--- src/tmq_pkg.sv ---
// Package for the timed message queue: sizes, field widths, operation and
// status codes, and the stored entry type.
// No dependencies.
package tmq_pkg;

    // Queue geometry
    localparam int DEPTH = 16;
    localparam int IDX_W = $clog2(DEPTH);
    localparam int CNT_W = $clog2(DEPTH + 1);

    // Field widths
    localparam int FUNC_W   = 2;
    localparam int TIME_W   = 48;
    localparam int TAG_W    = 16;
    localparam int HANDLE_W = 16;
    localparam int STATUS_W = 3;
    localparam int IN_W     = 88;
    localparam int OUT_W    = 136;

    // Operation codes
    localparam logic [FUNC_W-1:0] FN_ENQ   = 2'd0;
    localparam logic [FUNC_W-1:0] FN_POLL  = 2'd1;
    localparam logic [FUNC_W-1:0] FN_REM   = 2'd2;
    localparam logic [FUNC_W-1:0] FN_CLEAR = 2'd3;

    // Status codes
    localparam logic [STATUS_W-1:0] ST_OK      = 3'd0;
    localparam logic [STATUS_W-1:0] ST_NOT_DUE = 3'd1;
    localparam logic [STATUS_W-1:0] ST_EMPTY   = 3'd2;
    localparam logic [STATUS_W-1:0] ST_FULL    = 3'd3;
    localparam logic [STATUS_W-1:0] ST_QUIT    = 3'd4;

    // One stored message
    typedef struct packed {
        logic [TIME_W-1:0]   due;
        logic [TAG_W-1:0]    tag;
        logic [HANDLE_W-1:0] handle;
    } entry_t;

endpackage

--- src/timed_message_queue.sv ---
// Timed message queue top level: sequencer, entry memory and output register.
// Depends on tmq_pkg.
//
// Usage:
//   s_tvalid/s_tready/s_tdata carry one operation per transfer (enqueue,
//   poll, remove by tag, clear). m_tvalid/m_tready/m_tdata return exactly
//   one result per operation, in order. cfg_we/cfg_wdata write quit_mode;
//   write it only while the block is idle.
//   Entries sit in a single-port-read, single-port-write memory kept sorted
//   by due time, index 0 being the head. One entry is read and one written
//   per cycle, so the memory port sets the rate: an enqueue moves each later
//   entry up one place before it writes the new one, a poll that hands out
//   the head moves every remaining entry one place towards the head, and a
//   remove walks every entry; clear, the quit cases, full and empty touch no
//   stored entry. The result is then loaded into the output register.
//   s_tready is high only
//   while no operation is in progress.
//   Reset empties the queue and clears quit_mode; memory contents are not
//   cleared. If the receiver stalls, the result waits in the output register
//   and the next operation may be taken; its result is held back in the
//   sequencer until the output register frees.
module timed_message_queue (
    input  logic                       clk,
    input  logic                       rst_n,
    input  logic                       cfg_we,
    input  logic                       cfg_wdata,   // quit_mode
    input  logic                       s_tvalid,
    output logic                       s_tready,
    // [1:0] func, [49:2] event_time, [65:50] tag, [81:66] item_handle
    input  logic [tmq_pkg::IN_W-1:0]   s_tdata,
    output logic                       m_tvalid,
    input  logic                       m_tready,
    // [2:0] status, [18:3] out_handle, [34:19] out_tag, [82:35] out_time,
    // [130:83] wait_time, [135:131] occupancy
    output logic [tmq_pkg::OUT_W-1:0]  m_tdata
);
    import tmq_pkg::*;

    typedef enum logic [5:0] {
        S_IDLE   = 6'b000001,
        S_ENQ    = 6'b000010,
        S_EINS   = 6'b000100,
        S_PHEAD  = 6'b001000,
        S_PSHIFT = 6'b010000,
        S_REM    = 6'b100000
    } state_t;

    // S_DONE is handled through a separate flag to keep the walk states small
    state_t state_reg, state_next;
    logic   done_reg, done_next;
    logic   quit_reg;
    logic   m_tvalid_reg, m_tvalid_next;
    logic [CNT_W-1:0] cnt_reg, cnt_next;

    logic [IDX_W-1:0] idx_reg, idx_next;
    logic [IDX_W-1:0] ins_reg, ins_next;
    logic [CNT_W-1:0] wr_reg, wr_next;

    logic [TIME_W-1:0]   in_time_reg, in_time_next;
    logic [TAG_W-1:0]    in_tag_reg, in_tag_next;
    logic [HANDLE_W-1:0] in_handle_reg, in_handle_next;

    logic [STATUS_W-1:0] res_status_reg, res_status_next;
    entry_t              res_entry_reg, res_entry_next;
    logic [TIME_W-1:0]   res_wait_reg, res_wait_next;

    logic [OUT_W-1:0] m_tdata_reg;
    logic             out_load;

    // Entry memory
    entry_t           entry_mem [DEPTH];
    entry_t           rd_data_reg;
    logic [IDX_W-1:0] rd_addr;
    logic             mem_we;
    logic [IDX_W-1:0] mem_waddr;
    entry_t           mem_wdata;

    // Shared compare unit and helpers
    logic [CNT_W-1:0] cnt_m1;
    logic [IDX_W-1:0] last_idx;
    logic             time_lt;
    logic             enq_move;
    logic [FUNC_W-1:0] s_func;

    assign cnt_m1   = cnt_reg - CNT_W'(1);
    assign last_idx = cnt_m1[IDX_W-1:0];
    assign time_lt  = in_time_reg < rd_data_reg.due;
    assign enq_move = (in_time_reg == '0) || time_lt;
    assign s_func   = s_tdata[1:0];

    assign s_tready = (state_reg == S_IDLE) && !done_reg;
    assign m_tvalid = m_tvalid_reg;
    assign m_tdata  = m_tdata_reg;

    // Sequencer
    always_comb
    begin
        state_next      = state_reg;
        done_next       = done_reg;
        cnt_next        = cnt_reg;
        idx_next        = idx_reg;
        ins_next        = ins_reg;
        wr_next         = wr_reg;
        in_time_next    = in_time_reg;
        in_tag_next     = in_tag_reg;
        in_handle_next  = in_handle_reg;
        res_status_next = res_status_reg;
        res_entry_next  = res_entry_reg;
        res_wait_next   = res_wait_reg;
        rd_addr         = idx_reg;
        mem_we          = 1'b0;
        mem_waddr       = idx_reg;
        mem_wdata       = rd_data_reg;
        out_load        = 1'b0;
        m_tvalid_next   = m_tvalid_reg && !m_tready;

        case (state_reg)
            S_IDLE:
            begin
                if (done_reg)
                begin
                    // hand the result over once the output register is free
                    if (!m_tvalid_reg || m_tready)
                    begin
                        out_load      = 1'b1;
                        m_tvalid_next = 1'b1;
                        done_next     = 1'b0;
                    end
                end
                else if (s_tvalid)
                begin
                    in_time_next    = s_tdata[49:2];
                    in_tag_next     = s_tdata[65:50];
                    in_handle_next  = s_tdata[81:66];
                    res_status_next = ST_OK;
                    res_entry_next  = '0;
                    res_wait_next   = '0;
                    case (s_func)
                        FN_ENQ:
                        begin
                            if (quit_reg)
                            begin
                                cnt_next        = '0;
                                res_status_next = ST_QUIT;
                                done_next       = 1'b1;
                            end
                            else if (cnt_reg == CNT_W'(DEPTH))
                            begin
                                res_status_next = ST_FULL;
                                done_next       = 1'b1;
                            end
                            else if (cnt_reg == '0)
                            begin
                                ins_next   = '0;
                                state_next = S_EINS;
                            end
                            else
                            begin
                                idx_next   = last_idx;
                                rd_addr    = last_idx;
                                state_next = S_ENQ;
                            end
                        end
                        FN_POLL:
                        begin
                            if (quit_reg)
                            begin
                                res_status_next = ST_QUIT;
                                done_next       = 1'b1;
                            end
                            else if (cnt_reg == '0)
                            begin
                                res_status_next = ST_EMPTY;
                                done_next       = 1'b1;
                            end
                            else
                            begin
                                rd_addr    = '0;
                                state_next = S_PHEAD;
                            end
                        end
                        FN_REM:
                        begin
                            if (cnt_reg == '0)
                                done_next = 1'b1;
                            else
                            begin
                                rd_addr    = '0;
                                idx_next   = '0;
                                wr_next    = '0;
                                state_next = S_REM;
                            end
                        end
                        default:
                        begin
                            cnt_next  = '0;
                            done_next = 1'b1;
                        end
                    endcase
                end
            end

            // walk from the tail towards the head, moving later entries up
            S_ENQ:
            begin
                if (enq_move)
                begin
                    mem_we    = 1'b1;
                    mem_waddr = idx_reg + IDX_W'(1);
                    mem_wdata = rd_data_reg;
                    if (idx_reg == '0)
                    begin
                        ins_next   = '0;
                        state_next = S_EINS;
                    end
                    else
                    begin
                        idx_next = idx_reg - IDX_W'(1);
                        rd_addr  = idx_reg - IDX_W'(1);
                    end
                end
                else
                begin
                    ins_next   = idx_reg + IDX_W'(1);
                    state_next = S_EINS;
                end
            end

            // write the new entry into the gap
            S_EINS:
            begin
                mem_we           = 1'b1;
                mem_waddr        = ins_reg;
                mem_wdata.due    = in_time_reg;
                mem_wdata.tag    = in_tag_reg;
                mem_wdata.handle = in_handle_reg;
                cnt_next         = cnt_reg + CNT_W'(1);
                state_next       = S_IDLE;
                done_next        = 1'b1;
            end

            // head check for poll
            S_PHEAD:
            begin
                if (time_lt)
                begin
                    res_status_next = ST_NOT_DUE;
                    res_wait_next   = rd_data_reg.due - in_time_reg;
                    state_next      = S_IDLE;
                    done_next       = 1'b1;
                end
                else
                begin
                    res_entry_next = rd_data_reg;
                    if (cnt_reg == CNT_W'(1))
                    begin
                        cnt_next   = '0;
                        state_next = S_IDLE;
                        done_next  = 1'b1;
                    end
                    else
                    begin
                        idx_next   = IDX_W'(1);
                        rd_addr    = IDX_W'(1);
                        state_next = S_PSHIFT;
                    end
                end
            end

            // move every remaining entry one place towards the head
            S_PSHIFT:
            begin
                mem_we    = 1'b1;
                mem_waddr = idx_reg - IDX_W'(1);
                mem_wdata = rd_data_reg;
                if (idx_reg == last_idx)
                begin
                    cnt_next   = cnt_m1;
                    state_next = S_IDLE;
                    done_next  = 1'b1;
                end
                else
                begin
                    idx_next = idx_reg + IDX_W'(1);
                    rd_addr  = idx_reg + IDX_W'(1);
                end
            end

            // compact, keeping entries whose tag differs
            S_REM:
            begin
                if (rd_data_reg.tag != in_tag_reg)
                begin
                    mem_we    = 1'b1;
                    mem_waddr = wr_reg[IDX_W-1:0];
                    mem_wdata = rd_data_reg;
                    wr_next   = wr_reg + CNT_W'(1);
                end
                if (idx_reg == last_idx)
                begin
                    cnt_next   = wr_next;
                    state_next = S_IDLE;
                    done_next  = 1'b1;
                end
                else
                begin
                    idx_next = idx_reg + IDX_W'(1);
                    rd_addr  = idx_reg + IDX_W'(1);
                end
            end

            default:
            begin
                state_next = S_IDLE;
            end
        endcase
    end

    // Control registers
    always_ff @(posedge clk or negedge rst_n)
    begin
        if (!rst_n)
        begin
            state_reg    <= S_IDLE;
            done_reg     <= 1'b0;
            quit_reg     <= 1'b0;
            m_tvalid_reg <= 1'b0;
            cnt_reg      <= '0;
        end
        else
        begin
            state_reg    <= state_next;
            done_reg     <= done_next;
            m_tvalid_reg <= m_tvalid_next;
            cnt_reg      <= cnt_next;
            if (cfg_we)
                quit_reg <= cfg_wdata;
        end
    end

    // Datapath registers
    always_ff @(posedge clk)
    begin
        idx_reg        <= idx_next;
        ins_reg        <= ins_next;
        wr_reg         <= wr_next;
        in_time_reg    <= in_time_next;
        in_tag_reg     <= in_tag_next;
        in_handle_reg  <= in_handle_next;
        res_status_reg <= res_status_next;
        res_entry_reg  <= res_entry_next;
        res_wait_reg   <= res_wait_next;
        if (out_load)
            m_tdata_reg <= {cnt_reg, res_wait_reg, res_entry_reg.due,
                            res_entry_reg.tag, res_entry_reg.handle, res_status_reg};
    end

    // Entry memory: one write, one registered read per cycle
    always_ff @(posedge clk)
    begin
        if (mem_we)
            entry_mem[mem_waddr] <= mem_wdata;
        rd_data_reg <= entry_mem[rd_addr];
    end

endmodule
--- config.mk ---
export PLATFORM = sky130hd
export DESIGN_NAME = timed_message_queue
export DESIGN_NICKNAME = d
export VERILOG_FILES = /design/src/tmq_pkg.sv /design/src/timed_message_queue.sv
export SDC_FILE = /design/constraint.sdc
export NUM_CORES = 2
export LEC_CHECK = 0
export ABC_CLOCK_PERIOD_IN_PS = 19400
export BUFFER_PORTS_ARGS = -buffer_cell sky130_fd_sc_hd__buf_4
export CAP_MARGIN = 0
export CELL_PAD_IN_SITES_DETAIL_PLACEMENT = 1
export CELL_PAD_IN_SITES_GLOBAL_PLACEMENT = 1
export CORE_UTILIZATION = 49
export CTS_BUF_LIST = sky130_fd_sc_hd__clkbuf_4 sky130_fd_sc_hd__clkbuf_8
export DETAILED_ROUTE_END_ITERATION = 6
export HOLD_SLACK_MARGIN = 0.06
export PLACE_DENSITY = 0.78
export SKIP_LAST_GASP = 1
export SLEW_MARGIN = 20
export SYNTH_ARGS = -nofsm -noshare
export SYNTH_HDL_FRONTEND = slang
export SYNTH_SLANG_ARGS = --single-unit
--- constraint.sdc ---
create_clock -name clk -period 19.4 [get_ports clk]
set_clock_uncertainty 0.05 [all_clocks]
set_input_delay 2.91 -clock clk [delete_from_list [all_inputs] [get_ports clk]]
set_output_delay 2.91 -clock clk [all_outputs]
set_load 0.03 [all_outputs]
== Word-level counts from Yosys, hierarchy flattened ==
Memory sizes are Yosys's and may differ from the RTL's. A register that Yosys moved wholly into a read port is not among the register bits.
Index checks and enable logic that the tools add are counted.
Operators by class
  reduce and logical (&&, ||, !) cells: 29
  order comparisons: 1
  equality and inequality tests: 37
  $add $sub $neg: 6
  bitwise gates (word level): 1
  multiplexer cells: 101
Operators with widths (count)
  2-to-1 mux 80 bit: 4
  case mux 80 bit (2 select lines): 1
  2-to-1 mux 48 bit: 3
  2-to-1 mux 4 bit: 24
  case mux 48 bit (2 select lines): 1
  2-to-1 mux 5 bit: 14
  2-to-1 mux 6 bit: 10
  zero test 48 bit: 1
  < comparator 48 bit: 1
  case mux 4 bit (4 select lines): 3
  subtractor 48 bit: 1
  case mux 5 bit (5 select lines): 1
  != test 3 bit (second input constant): 8
  case mux 6 bit (4 select lines): 1
  != test 2 bit (second input constant): 11
  2-to-1 mux 1 bit: 20
  case mux 5 bit (2 select lines): 2
  2-to-1 mux 3 bit: 6
  case mux 6 bit (3 select lines): 1
  != test 16 bit: 1
  case mux 4 bit (2 select lines): 2
  case mux 3 bit (2 select lines): 2
  case mux 4 bit (3 select lines): 1
  AND reduction 4 bit: 3
  other kinds (37): 53
Storage, ports and cells
  word-level logic and storage cells: 193
  flip-flop bits (word level): 374
  RAM bits: 1280
  bits of input ports: 94
  memories kept: 1
Memory list
  entry_mem: words 16, width 80, read ports 1, clocked after memory_dff 1, write ports 1, line timed_message_queue.sv:71  | entry_t entry_mem [DEPTH];

== Depth between registers and ports, before layout ==
  depth after elaboration: 8
  depth in mapped cells: 18
  depth with buffers taken out: 15

== Worst setup path before layout ==
No wires, ideal clock.
  path kind: flip-flop to flip-flop
  start point: reg in_time_reg[41]
  end point: mem entry_mem[0][0] (netlist name), enable pin
  path buffers: 1
  library setup time: 633 ps
  period minus slack after synthesis: 9520 ps
  slack: 9880 ps
  arrival time: 8837 ps
  cell stages (with the launch flop): 14
  cells stage by stage: edfxtp_1 > inv_1 > ha_1 > clkbuf_1 > nand4_1 > nor4_4 > nand4_1 > a21oi_2 > nand2_1 > a21oi_1 > nor2_1 > o22a_1 > or3_1 > nor3b_1
Between the ends
  cells in the longest elaborated chain, start to end: 6
Ends and longest elaborated chain
  start: declaration: line timed_message_queue.sv:59  | logic [TIME_W-1:0] in_time_reg, in_time_next;
  start signal: assignment: line timed_message_queue.sv:347  | in_time_reg <= in_time_next;
  < comparator 48 bit or zero test 48 bit (tied branches): line timed_message_queue.sv:87, timed_message_queue.sv:88
  logical OR 1 bit *: line timed_message_queue.sv:88  | assign enq_move = (in_time_reg == '0) || time_lt;
  2-to-1 mux 1 bit: line timed_message_queue.sv:206  | if (enq_move)
  case mux 1 bit (3 select lines): line timed_message_queue.sv:117  | case (state_reg)
  2-to-1 mux 1 bit: line timed_message_queue.sv:361  | if (mem_we)
  2-to-1 mux 1 bit (implied by the code): line timed_message_queue.sv:362  | entry_mem[mem_waddr] <= mem_wdata;
  end: declaration: line timed_message_queue.sv:71
Every way passes the cells marked *; elsewhere a longest branch is shown, timed or not.

== Worst setup path after layout ==
  start point: in s_tdata[0] (netlist name)
  end point: reg, netlist name rd_data_reg[9]
Between the ends
  cells in the longest elaborated chain, start to end: 5
Ends and longest elaborated chain
  start: declaration: line timed_message_queue.sv:30  | input logic [tmq_pkg::IN_W-1:0] s_tdata,
  == test 2 bit (tied with other cells): line timed_message_queue.sv:138  | case (s_func)
  case mux 4 bit (3 select lines) *: line timed_message_queue.sv:138
  2-to-1 mux 4 bit *: line timed_message_queue.sv:130  | else if (s_tvalid)
  2-to-1 mux 4 bit *: line timed_message_queue.sv:120  | if (done_reg)
  case mux 4 bit (4 select lines) *: line timed_message_queue.sv:117
Marks and branches as above.
A chain may end at the register's enable or synchronous reset.

==> results.json <==
{
  "outcome": "finished with violations",
  "violations": "design-rule violations",
  "layout-drive-gt1-share_pct": 16.0,
  "ant_nets": 0,
  "grt_usage_pct": 27.4,
  "fmax_ghz": 0.121,
  "setup_viol": 0,
  "clock_path_buffers": 4,
  "crit_buf_inv": 5,
  "clk_pin_slew_ns": 0.06,
  "ys_seq_area_share_pct": 74.8,
  "grt_setup_unrepaired": "no",
  "rows": 136,
  "cts_max_level": 5,
  "start_kind": "input port",
  "viasPerCell": 6.02,
  "critical_path.top_delay_family": "buffers and inverters",
  "clockRootBuffer": "clkbuf_8",
  "routed_wl_mm": 195,
  "async_reset_ff_share_pct": 0.807,
  "hold_viol_final": 0,
  "vias": 43900,
  "numPortBuffers": 225,
  "postCtsHoldBufs": 0,
  "dr.pass1.iters": 7,
  "cp_cell_sequence": "buf_4, inv_1, ha_1, and2_0, nand2_1, a211o_1, a21oi_1, a41oi_1, o2111ai_1, and2_4, buf_4, buf_4, buf_4, nand2_1, a32o_1, o22ai_1, a221o_1",
  "slew_headroom_pct": 19.5,
  "core-area_um2": 138000,
  "worstSkewPairLatency_ns": 1.02,
  "cts_tree": "done",
  "final_common_cell": "edfxtp_1",
  "cts.repair.resized": 0,
  "worst_path_most_repeated_cell": "buf_4",
  "synthCells": 4880,
  "finalCriticalPeriod_ns": 8.25,
  "syn_area_per_cell_um2": 14.0,
  "die_y_um": 376,
  "endpoint_kind": "register",
  "synth_area_leaders": "edfxtp_1 72%, nand2_1 6.4%, a21oi_1 2.8%",
  "yosys_warnings": 0,
  "ys_ff_latch": 1734,
  "cp_max_fo": 90,
  "grt_overflow_total": 0,
  "final_cell_mix": "1640 x edfxtp_1, 1164 x nand2_1, 384 x a21oi_1",
  "cts_made_buffers": 296,
  "areaGrowthSynthToFinish_pct": 14.3,
  "dp.final_hpwl_mm": 109,
  "ios": 232,
  "largest_reg_flops": 1280,
  "antenna_found_initial": 4,
  "required_ns": 20.26,
  "post-route-period-util_pct": 42.5,
  "ys_types": 78,
  "cts_setup_buffers": 0,
  "cts.sinks": 1734,
  "nets": 5364,
  "drv_cap": 0,
  "drc_errors": 1,
  "synthesis.nets": 5035,
  "grt_pass1_wl_mm": 290,
  "fill_cells": 13200,
  "slew_viol_final": 0,
  "die_w_um": 376,
  "place_congestion": 0.894,
  "crit_type": "input port to register",
  "synth_top_area_share_pct": 71.9,
  "synth_area_um2": 68500,
  "ys.flop_type": "edfxtp_1",
  "grt_pass1_vias": 46300,
  "synth_edf_count": 1640,
  "floorplan.initialDensity_pct": 49.6,
  "setup_tns_ns": 0,
  "cp.arrival_ns": 9.10,
  "die_area_um2": 141000,
  "grt_max_degree": 237,
  "drt_iter0_drc": 4350,
  "critical_path.max_stage_delay_ns": 0.96,
  "drt-wirelength-per-cell_um": 26.8,
  "cp_slowest_cell": "buf_4",
  "hold_path.class": "register to register",
  "worstMarginPinSlew_ns": 1.20,
  "synth.largest_area_cell": "edfxtp_1"
}
==> cell type report <==
cell class              count  area (um2)  area share (%)
repair buffers            337        2620            3.35
multi-input cells        2763       15900            20.3
well taps                1863        2330            2.98
clock inverters            88         566           0.723
flip-flops and latches   1734       51200            65.5
inverters                  77         292           0.373
clock buffers             427        5300            6.77
diodes                      1        2.50         0.00320
==> Yosys cell counts (15+ instances only) <==
cell and instances:
nor3_1 22, clkbuf_1 170, nand2_1 1168, a31oi_1 15, xor2_1 41, a32o_1 158
a32oi_1 160, dfxtp_1 80, ha_1 60, edfxtp_1 1640, buf_2 120, o22ai_1 80
a21oi_1 384, and3_1 16, and2_1 89, a21o_1 26, a221o_1 81, o21ai_0 97
xnor2_1 31, nand3_1 29, nand4_1 16, inv_1 77, nor2_1 115, nor4_1 20
==> through the flow <==
stage          std cells  area, um2  worst slack [ns]  utilization [%]  hold WS (ns)
4_1_cts             7287      78200             11.36             56.6         0.354
6_report            7290      78200             11.15             56.7         0.354
3_3_place_gp        6772      72300             10.40             52.4         0.351
3_5_place_dp        6772      72300             10.31             52.4         0.356
2_1_floorplan       4880      68500              9.88                -         0.350
5_1_grt             7290      78200             10.87             56.7         0.365
==> per-layer routing <==
layer | share of wire (%) | global-route usage (%) | up-vias
li1 | - | - | 19200
met4 | 3.6 | 11.3 | 0
met1 | 40 | 35.7 | 22500
met3 | 6.7 | 4.61 | 443
met2 | 49 | 45.6 | 1818
met5 | 0 | 0 | -
==> kinds of logic after synthesis <==
group | count (synthesis) | share of synthesized area (%)
simple gates | 1528 | 9.27
fa+ha+maj | 61 | 1.13
mux | 7 | 0.143
flops | 1734 | 74.8
compound gates | 1094 | 11.4
buf+inv | 383 | 2.34
xor+xnor | 73 | 0.954
==> final timing paths <==
| path | cells past startpoint | slack, ns | from | end |
|---|---|---|---|---|
| worst max-delay path | 17 | 11.15 | s_tdata[0] | rd_data_reg[9] |
| worst min-delay path | 0 | 0.35 | res_entry_reg[30] | m_tdata[33] |
| worst max register to register | 14 | 11.70 | in_time_reg[42] | rd_data_reg[9] |
| worst min register to register | 0 | 0.35 | res_entry_reg[30] | m_tdata[33] |
| max in group asynchronous | 1 | 17.31 | rst_n | state_reg[0] |
| min in group asynchronous | 1 | 1.72 | rst_n | state_reg[5] |
==> worst register-to-register path: cells and delay by family (launching register included) <==
family	cells	cell delay, ns
AO/OA/AOI/OAI	6	1.40
buffers and inverters	3	2.68
flip-flops	1	0.45
AND/OR/NAND/NOR	5	3.04
Power is not shown: default switching activity piles up to over one toggle a cycle in this logic, so the estimate is an artifact.
